**src/b32d_pkg.sv**
```systemverilog
// shared types and constants for the base32 text decoder
package b32d_pkg;

   // byte counter width inside the decoder; the reported count is its low 16 bits
   localparam int COUNT_BITS = 16;
   localparam int BYTE_COUNT_BITS = 16;
   localparam int CHAR_BITS = 8;
   localparam int SYM_BITS = 5;

   localparam logic [COUNT_BITS-1:0] COUNT_MAX = '1;

   localparam logic [CHAR_BITS-1:0] PAD_CHAR = 8'h3d;
   localparam logic [CHAR_BITS-1:0] UPPER_FIRST = 8'h41;
   localparam logic [CHAR_BITS-1:0] UPPER_LAST = 8'h5a;
   localparam logic [CHAR_BITS-1:0] LOWER_FIRST = 8'h61;
   localparam logic [CHAR_BITS-1:0] LOWER_LAST = 8'h7a;
   localparam logic [CHAR_BITS-1:0] DIGIT_FIRST = 8'h32;
   localparam logic [CHAR_BITS-1:0] DIGIT_LAST = 8'h37;
   // '2' maps to 26, so subtracting 0x18 lands digits on 26..31
   localparam logic [CHAR_BITS-1:0] DIGIT_OFFSET = 8'h18;

   // queue between front and back
   localparam int FIFO_DEPTH = 4;
   localparam int FIFO_PTR_BITS = $clog2(FIFO_DEPTH);

   typedef enum logic [1:0] {
      KIND_SKIP,
      KIND_DATA,
      KIND_PAD
   } sym_kind_type;

   typedef struct packed {
      sym_kind_type kind;
      logic [SYM_BITS-1:0] value;
      logic last;
   } sym_entry_type;

endpackage

```
**src/b32d_front.sv**
```systemverilog
// front end: accepts characters, classifies them and filters out inert ones
module b32d_front (
   input  logic                          req_valid,
   input  logic [b32d_pkg::CHAR_BITS-1:0] req_ch,
   input  logic                          req_last,
   input  logic                          fifo_full,
   output logic                          req_stall,
   output logic                          push,
   output b32d_pkg::sym_entry_type       push_entry
);
   import b32d_pkg::*;

   logic [CHAR_BITS-1:0] upper_diff;
   logic [CHAR_BITS-1:0] lower_diff;
   logic [CHAR_BITS-1:0] digit_diff;
   logic                 keep;

   assign upper_diff = req_ch - UPPER_FIRST;
   assign lower_diff = req_ch - LOWER_FIRST;
   assign digit_diff = req_ch - DIGIT_OFFSET;

   always_comb begin
      push_entry.kind = KIND_SKIP;
      push_entry.value = '0;
      push_entry.last = req_last;
      if (req_ch == PAD_CHAR) begin
         push_entry.kind = KIND_PAD;
      end else if (req_ch inside {[UPPER_FIRST:UPPER_LAST]}) begin
         push_entry.kind = KIND_DATA;
         push_entry.value = upper_diff[SYM_BITS-1:0];
      end else if (req_ch inside {[LOWER_FIRST:LOWER_LAST]}) begin
         push_entry.kind = KIND_DATA;
         push_entry.value = lower_diff[SYM_BITS-1:0];
      end else if (req_ch inside {[DIGIT_FIRST:DIGIT_LAST]}) begin
         push_entry.kind = KIND_DATA;
         push_entry.value = digit_diff[SYM_BITS-1:0];
      end
   end

   // a skipped character only matters when it closes the text
   assign keep = (push_entry.kind != KIND_SKIP) || req_last;
   assign req_stall = fifo_full;
   assign push = req_valid && !fifo_full && keep;

endmodule

```
**src/b32d_fifo.sv**
```systemverilog
// short queue of classified symbols between front and back
module b32d_fifo (
   input  logic                    clock,
   input  logic                    reset,
   input  logic                    push,
   input  b32d_pkg::sym_entry_type push_entry,
   output logic                    full,
   input  logic                    pop,
   output logic                    pop_valid,
   output b32d_pkg::sym_entry_type pop_entry
);
   import b32d_pkg::*;

   localparam logic [FIFO_PTR_BITS-1:0] LAST_SLOT = FIFO_PTR_BITS'(FIFO_DEPTH - 1);
   localparam logic [FIFO_PTR_BITS:0] DEPTH_COUNT = (FIFO_PTR_BITS + 1)'(FIFO_DEPTH);

   sym_entry_type             slots_ff [FIFO_DEPTH];
   logic [FIFO_PTR_BITS-1:0]  wr_ptr_ff, wr_ptr_in;
   logic [FIFO_PTR_BITS-1:0]  rd_ptr_ff, rd_ptr_in;
   logic [FIFO_PTR_BITS:0]    count_ff, count_in;
   logic                      do_push, do_pop;

   assign full = (count_ff == DEPTH_COUNT);
   assign pop_valid = (count_ff != '0);
   assign pop_entry = slots_ff[rd_ptr_ff];
   assign do_push = push && !full;
   assign do_pop = pop && pop_valid;

   always_comb begin
      wr_ptr_in = wr_ptr_ff;
      rd_ptr_in = rd_ptr_ff;
      count_in = count_ff;
      if (do_push) begin
         wr_ptr_in = (wr_ptr_ff == LAST_SLOT) ? '0 : wr_ptr_ff + 1'b1;
      end
      if (do_pop) begin
         rd_ptr_in = (rd_ptr_ff == LAST_SLOT) ? '0 : rd_ptr_ff + 1'b1;
      end
      if (do_push && !do_pop) begin
         count_in = count_ff + 1'b1;
      end else if (do_pop && !do_push) begin
         count_in = count_ff - 1'b1;
      end
   end

   always_ff @(posedge clock) begin
      if (reset) begin
         wr_ptr_ff <= '0;
         rd_ptr_ff <= '0;
         count_ff <= '0;
      end else begin
         wr_ptr_ff <= wr_ptr_in;
         rd_ptr_ff <= rd_ptr_in;
         count_ff <= count_in;
      end
   end

   always_ff @(posedge clock) begin
      if (do_push) begin
         slots_ff[wr_ptr_ff] <= push_entry;
      end
   end

endmodule

```
**src/b32d_back.sv**
```systemverilog
// back end: bit packing, padding and count state, and the result register
module b32d_back (
   input  logic                                 clock,
   input  logic                                 reset,
   input  logic                                 entry_valid,
   input  b32d_pkg::sym_entry_type              entry,
   output logic                                 pop,
   input  logic                                 rsp_stall,
   output logic                                 rsp_valid,
   output logic [b32d_pkg::CHAR_BITS-1:0]       rsp_data_byte,
   output logic                                 rsp_has_byte,
   output logic                                 rsp_end_of_text,
   output logic [b32d_pkg::BYTE_COUNT_BITS-1:0] rsp_byte_count
);
   import b32d_pkg::*;

   localparam int ACC_BITS = 2 * CHAR_BITS;

   logic [2:0]            pos_ff, pos_in;
   logic [CHAR_BITS-1:0]  partial_ff, partial_in;
   logic                  pad_ff, pad_in;
   logic [COUNT_BITS-1:0] count_ff, count_in, count_upd;

   logic                  rsp_valid_ff, rsp_valid_in;
   logic [CHAR_BITS-1:0]  data_ff, data_in;
   logic                  has_ff, has_in;
   logic                  eot_ff, eot_in;
   logic [BYTE_COUNT_BITS-1:0] cnt_out_ff, cnt_out_in;

   logic                  out_free;
   logic [ACC_BITS-1:0]   acc;
   logic [3:0]            pos_sum;
   logic                  emit;
   logic [CHAR_BITS-1:0]  out_byte;
   logic                  result;
   logic [COUNT_BITS+BYTE_COUNT_BITS-1:0] count_wide;

   assign out_free = !rsp_valid_ff || !rsp_stall;
   assign pop = entry_valid && out_free;

   // partial bits sit at the top of a 16-bit window, the new symbol right below them
   assign acc = {partial_ff, {CHAR_BITS{1'b0}}}
              | ({entry.value, {(ACC_BITS - SYM_BITS){1'b0}}} >> pos_ff);
   assign pos_sum = {1'b0, pos_ff} + 4'd5;

   always_comb begin
      pos_in = pos_ff;
      partial_in = partial_ff;
      pad_in = pad_ff;
      emit = 1'b0;
      out_byte = '0;
      if (pop && !pad_ff) begin
         case (entry.kind)
            KIND_DATA: begin
               pos_in = pos_sum[2:0];
               if (pos_sum[3]) begin
                  emit = 1'b1;
                  out_byte = acc[ACC_BITS-1:CHAR_BITS];
                  partial_in = acc[CHAR_BITS-1:0];
               end else begin
                  partial_in = acc[ACC_BITS-1:CHAR_BITS];
               end
            end
            KIND_PAD: begin
               pad_in = 1'b1;
               pos_in = '0;
               partial_in = '0;
            end
            default: begin
            end
         endcase
      end

      count_upd = (emit && (count_ff != COUNT_MAX)) ? count_ff + 1'b1 : count_ff;
      count_in = count_upd;
      result = pop && (emit || entry.last);

      // end of text returns the decoder to its idle state
      if (pop && entry.last) begin
         pos_in = '0;
         partial_in = '0;
         pad_in = 1'b0;
         count_in = '0;
      end
   end

   assign count_wide = {{BYTE_COUNT_BITS{1'b0}}, count_upd};

   always_comb begin
      rsp_valid_in = rsp_valid_ff;
      data_in = data_ff;
      has_in = has_ff;
      eot_in = eot_ff;
      cnt_out_in = cnt_out_ff;
      if (out_free) begin
         rsp_valid_in = result;
         if (result) begin
            data_in = out_byte;
            has_in = emit;
            eot_in = entry.last;
            cnt_out_in = count_wide[BYTE_COUNT_BITS-1:0];
         end
      end
   end

   always_ff @(posedge clock) begin
      if (reset) begin
         pos_ff <= '0;
         partial_ff <= '0;
         pad_ff <= 1'b0;
         count_ff <= '0;
         rsp_valid_ff <= 1'b0;
      end else begin
         pos_ff <= pos_in;
         partial_ff <= partial_in;
         pad_ff <= pad_in;
         count_ff <= count_in;
         rsp_valid_ff <= rsp_valid_in;
      end
   end

   always_ff @(posedge clock) begin
      data_ff <= data_in;
      has_ff <= has_in;
      eot_ff <= eot_in;
      cnt_out_ff <= cnt_out_in;
   end

   assign rsp_valid = rsp_valid_ff;
   assign rsp_data_byte = data_ff;
   assign rsp_has_byte = has_ff;
   assign rsp_end_of_text = eot_ff;
   assign rsp_byte_count = cnt_out_ff;

endmodule

```
**src/base32_text_decoder_core.sv**
```systemverilog
// top level of the streaming base32 text decoder
//
//  channel  direction  handshake             payload
//  req      in         req_valid/req_stall   req_ch[7:0], req_last
//  rsp      out        rsp_valid/rsp_stall   rsp_data_byte[7:0], rsp_has_byte,
//                                            rsp_end_of_text, rsp_byte_count[15:0]
//
// one character word per cycle while req_stall is low; a result passes the symbol queue, then the result register
// rate is set by the packing step in the back end
// the four-entry symbol queue absorbs short stalls on the result side
// req_stall rises only when the queue is full
// synchronous reset empties the queue and clears the decoder state
module base32_text_decoder_core (
   input  logic                                 clock,
   input  logic                                 reset,
   input  logic                                 req_valid,
   output logic                                 req_stall,
   input  logic [b32d_pkg::CHAR_BITS-1:0]       req_ch,
   input  logic                                 req_last,
   output logic                                 rsp_valid,
   input  logic                                 rsp_stall,
   output logic [b32d_pkg::CHAR_BITS-1:0]       rsp_data_byte,
   output logic                                 rsp_has_byte,
   output logic                                 rsp_end_of_text,
   output logic [b32d_pkg::BYTE_COUNT_BITS-1:0] rsp_byte_count
);
   import b32d_pkg::*;

   // front to queue
   logic          push;
   sym_entry_type push_entry;
   logic          fifo_full;

   // queue to back
   logic          pop;
   logic          pop_valid;
   sym_entry_type pop_entry;

   // classify each word; skipped characters that do not end the text never enter the queue
   b32d_front u_front (
      .req_valid  (req_valid),
      .req_ch     (req_ch),
      .req_last   (req_last),
      .fifo_full  (fifo_full),
      .req_stall  (req_stall),
      .push       (push),
      .push_entry (push_entry)
   );

   // decouples acceptance from result back-pressure
   b32d_fifo u_fifo (
      .clock      (clock),
      .reset      (reset),
      .push       (push),
      .push_entry (push_entry),
      .full       (fifo_full),
      .pop        (pop),
      .pop_valid  (pop_valid),
      .pop_entry  (pop_entry)
   );

   // packs 5-bit groups into bytes, tracks padding and the byte count
   b32d_back u_back (
      .clock           (clock),
      .reset           (reset),
      .entry_valid     (pop_valid),
      .entry           (pop_entry),
      .pop             (pop),
      .rsp_stall       (rsp_stall),
      .rsp_valid       (rsp_valid),
      .rsp_data_byte   (rsp_data_byte),
      .rsp_has_byte    (rsp_has_byte),
      .rsp_end_of_text (rsp_end_of_text),
      .rsp_byte_count  (rsp_byte_count)
   );

endmodule
```
**config.mk**
```make
export PLATFORM = sky130hd
export DESIGN_NAME = base32_text_decoder_core
export DESIGN_NICKNAME = d
export VERILOG_FILES = /design/src/b32d_pkg.sv /design/src/b32d_front.sv /design/src/b32d_fifo.sv /design/src/b32d_back.sv /design/src/base32_text_decoder_core.sv
export SDC_FILE = /design/constraint.sdc
export NUM_CORES = 1
export LEC_CHECK = 0
export ABC_CLOCK_PERIOD_IN_PS = 3030
export BUFFER_PORTS_ARGS = -buffer_cell sky130_fd_sc_hd__buf_4
export CAP_MARGIN = 20
export CORE_ASPECT_RATIO = 0.6
export CORE_MARGIN = 5
export CORE_UTILIZATION = 53
export DETAILED_ROUTE_END_ITERATION = 7
export PLACE_DENSITY = 0.85
export SYNTH_ARGS = -nofsm -noshare
export SYNTH_HDL_FRONTEND = slang
export SYNTH_SLANG_ARGS = --single-unit
```
**constraint.sdc**
```tcl
create_clock -name clock -period 3.03 [get_ports clock]
set_input_delay 0.4545 -clock clock [delete_from_list [all_inputs] [get_ports clock]]
set_output_delay 0.4545 -clock clock [all_outputs]
set_load 0.05 [all_outputs]
```
==> out/summary.txt <==
Fin crit period: 2.89 ns
#FFs+latches synth: 96
Final Max Slew Viols: 0
Startpoint Class: flip-flop
Port Buffers: 40
Clock Tree Root: clkbuf_16
Largest net degree at the start of global routing: 27
Synthesis Warnings: 0
Die W: 128 um
Fraction of layout cells with a size suffix above 1: 0.217
Final instance area: 5160 um2
Commonest non-fill, non-tap cell in the layout: edfxtp_1
Peak supply drop: 0.593 mV
Hold depth: 1
Max cap viols: 0
Clk_skew: 0.00717 ns
Maximum fanout along the worst path: 10
CTS resizes: 0
Most frequent cells in the layout: edfxtp_1, buf_4, dfxtp_1
Post-Syn Area: 4440 um2
Setup violations, final: 0
Endpoint type of the worst setup path: flip-flop
GRT Util Overall: 0.195
Synth unique cells: 55
Status: completed
Post-Synthesis Cells: 375
CTS buffer count: 9
Pwr dens: 914 nW/um2
Tightest Pin Transition: 0.715 ns
Synth area leader: edfxtp_1
WHS Endpoint: u_fifo.slots_ff[3][0]$_DFFE_PP_
Final ANT Viol Nets: 0
Async SR Flop Fraction: 0
Drt total wl: 9370 um
TritonCTS clock tree: done
Worst EP arrival: 3.08 ns
Pleak: 0.00198 uW
P&R area growth vs syn: 16.3%
Worst endpoint required time: 3.22 ns
Met3 usage: 0.0611
Reg-to-reg setup timing slack: 0.14 ns
Met1 Use GR: 0.284
Max_slew headroom: 0.520
Initial Utilization: 0.554
Yosys top cell area share: 0.392
DRC: 0
Peak Freq: 346 MHz
Vias: 3090
Worst R2R Path Depth: 8
Placeable Area: 8010 um2
RSZ-0062 raised after global routing: no
DRT iter0 DRCs: 357
Vias/cell: 5.76
Tcrit/Tclk final: 0.954
Clk_lat worst skew: 0.34 ns
Post-Syn Nets: 403
Total overflow reported by the global router: 0
# Post-CTS Setup Buffers: 0
# hold bufs at CTS: 0
Routability cong.: 0.953
Number of global-route vias before repair: 2958
Synth area leaders: edfxtp_1, dfxtp_1, mux4_2
GRT busiest layer: met1
Die area: 10400 um2
Post-synthesis sequential area ratio: 0.564
Global-route met2 utilization: 0.280
Final Hold Fails: 0
Reg-to-reg critical path endpoint: u_back.rsp_byte_count[7]$_DFFE_PP_
Hold Path Origin: req_last
Accumulated negative setup slack: 0 ns
Rows: 25
First-pass GRT wire length: 15400 um
Max Buffers Root-to-Sink: 2
CTS clk-pin slew, worst paths: 0.07 ns
Post-synth EDFFs: 58
Kind of critical path: flip-flop to flip-flop
Ys flop type: edfxtp_1
Final net count: 451
Syn avg cell area: 11.8 um2
Post-placement cell area: 4880 um2
Initial antenna violation count: 0
# diodes: 0
I/O Pins: 41
Die height: 80.9 um
H-tree levels: 3
Hold Path Class: input pin to flip-flop
Post-DP HPWL: 6790 um
Clk sinks: 96
Wire per inst: 17.5 um
1st-pass router iterations: 5
[worst max path at each step]
stage	cells after the start	slack, ns	to	startpoint
detailed placement	12	0.10	u_fifo.count_ff[2]$_SDFFE_PP0P_	req_ch[3]
global route	8	0.002	u_back.rsp_byte_count[7]$_DFFE_PP_	flip-flop
global placement	12	0.19	u_fifo.count_ff[2]$_SDFFE_PP0P_	req_ch[0]
CTS	8	0.17	u_back.rsp_byte_count[7]$_DFFE_PP_	flip-flop
floorplan	8	0.12	u_fifo.count_ff[2]$_SDFFE_PP0P_	u_fifo.count_ff[0]$_SDFFE_PP0P_
finish	8	0.14	u_back.rsp_byte_count[7]$_DFFE_PP_	flip-flop
[cells by family (layout without fill, tap and decap cells)]
family                     after synthesis  count (layout)  share of synthesized area
and+or+nand+nor                        132             132                      0.157
DFF                                     96              96                      0.564
buffers and inverters                   32              85                     0.0324
adders and majority gates               15              15                     0.0440
muxes                                   23              23                     0.0767
xor gates and xnor gates                13              13                     0.0256
AOI/OAI and AO/OA                       64              64                      0.101
[sequential cells by signal, indices dropped and copies added, names as in the netlist, 2 cells and up, named ones only]
register	flops
u_back.count_ff	16
u_fifo.count_ff	3
u_back.pos_ff	3
u_back.partial_ff	8
u_back.rsp_data_byte	8
u_fifo.rd_ptr_ff	2
u_fifo.wr_ptr_ff	2
u_back.rsp_byte_count	16
u_fifo.slots_ff	32
[worst max-delay path, stage by stage (launching register included)]
cell,delay (ns)
dfxtp_1,0.47
mux4_2,0.58
inv_1,0.08
ha_1,0.12
nor2b_1,0.21
nand4_2,0.23
a21o_1,0.36
or4_1,0.54
nand2_1,0.15
[cell usage after synthesis (8+ instances only)]
| cell type | count |
|---|---|
| edfxtp_1 | 58 |
| dfxtp_1 | 38 |
| nor2_1 | 30 |
| nand2_1 | 21 |
| and2_1 | 19 |
| a21oi_1 | 18 |
| inv_1 | 17 |
| ha_1 | 14 |
| nand3_1 | 12 |
| nor3_1 | 11 |
| o21ai_0 | 11 |
| clkbuf_1 | 8 |
| mux4_2 | 8 |
[layer usage]
layer  vias to the layer above  wire (um)
met1                      1486       4300
met5                         -          0
met4                         0         93
met3                         9        802
met2                       127       4170
li1                       1468          -
[final cells by class]
type | count | area (um2)
fill | 614 | 2840
timing repair buffer | 52 | 390
multi-input combinational | 247 | 1800
inverter | 17 | 63.8
sequential | 96 | 2500
clock buffer | 9 | 225
clock inverter | 7 | 48.8
tap | 108 | 135
[power by group]
part	switching [uW]	internal, uW	total, uW
clock	470	555	1020
sequential	145	1660	1810
combinational	1240	643	1880
[stage by stage]
| step | total power (uW) | utilization | cells | hold WS (ns) | setup slack [ns] |
|---|---|---|---|---|---|
| 2_1_floorplan | 3180 | - | 375 | 0.419 | 0.123 |
| 3_3_place_gp | 3620 | 0.610 | 520 | 0.432 | 0.189 |
| 3_5_place_dp | 3690 | 0.610 | 520 | 0.438 | 0.104 |
| 4_1_cts | 4730 | 0.644 | 536 | 0.323 | 0.166 |
| 5_1_grt | 4970 | 0.645 | 536 | 0.320 | 0.00185 |
| 6_report | 4720 | 0.645 | 536 | 0.330 | 0.139 |
(Power assumes the default switching activity.)
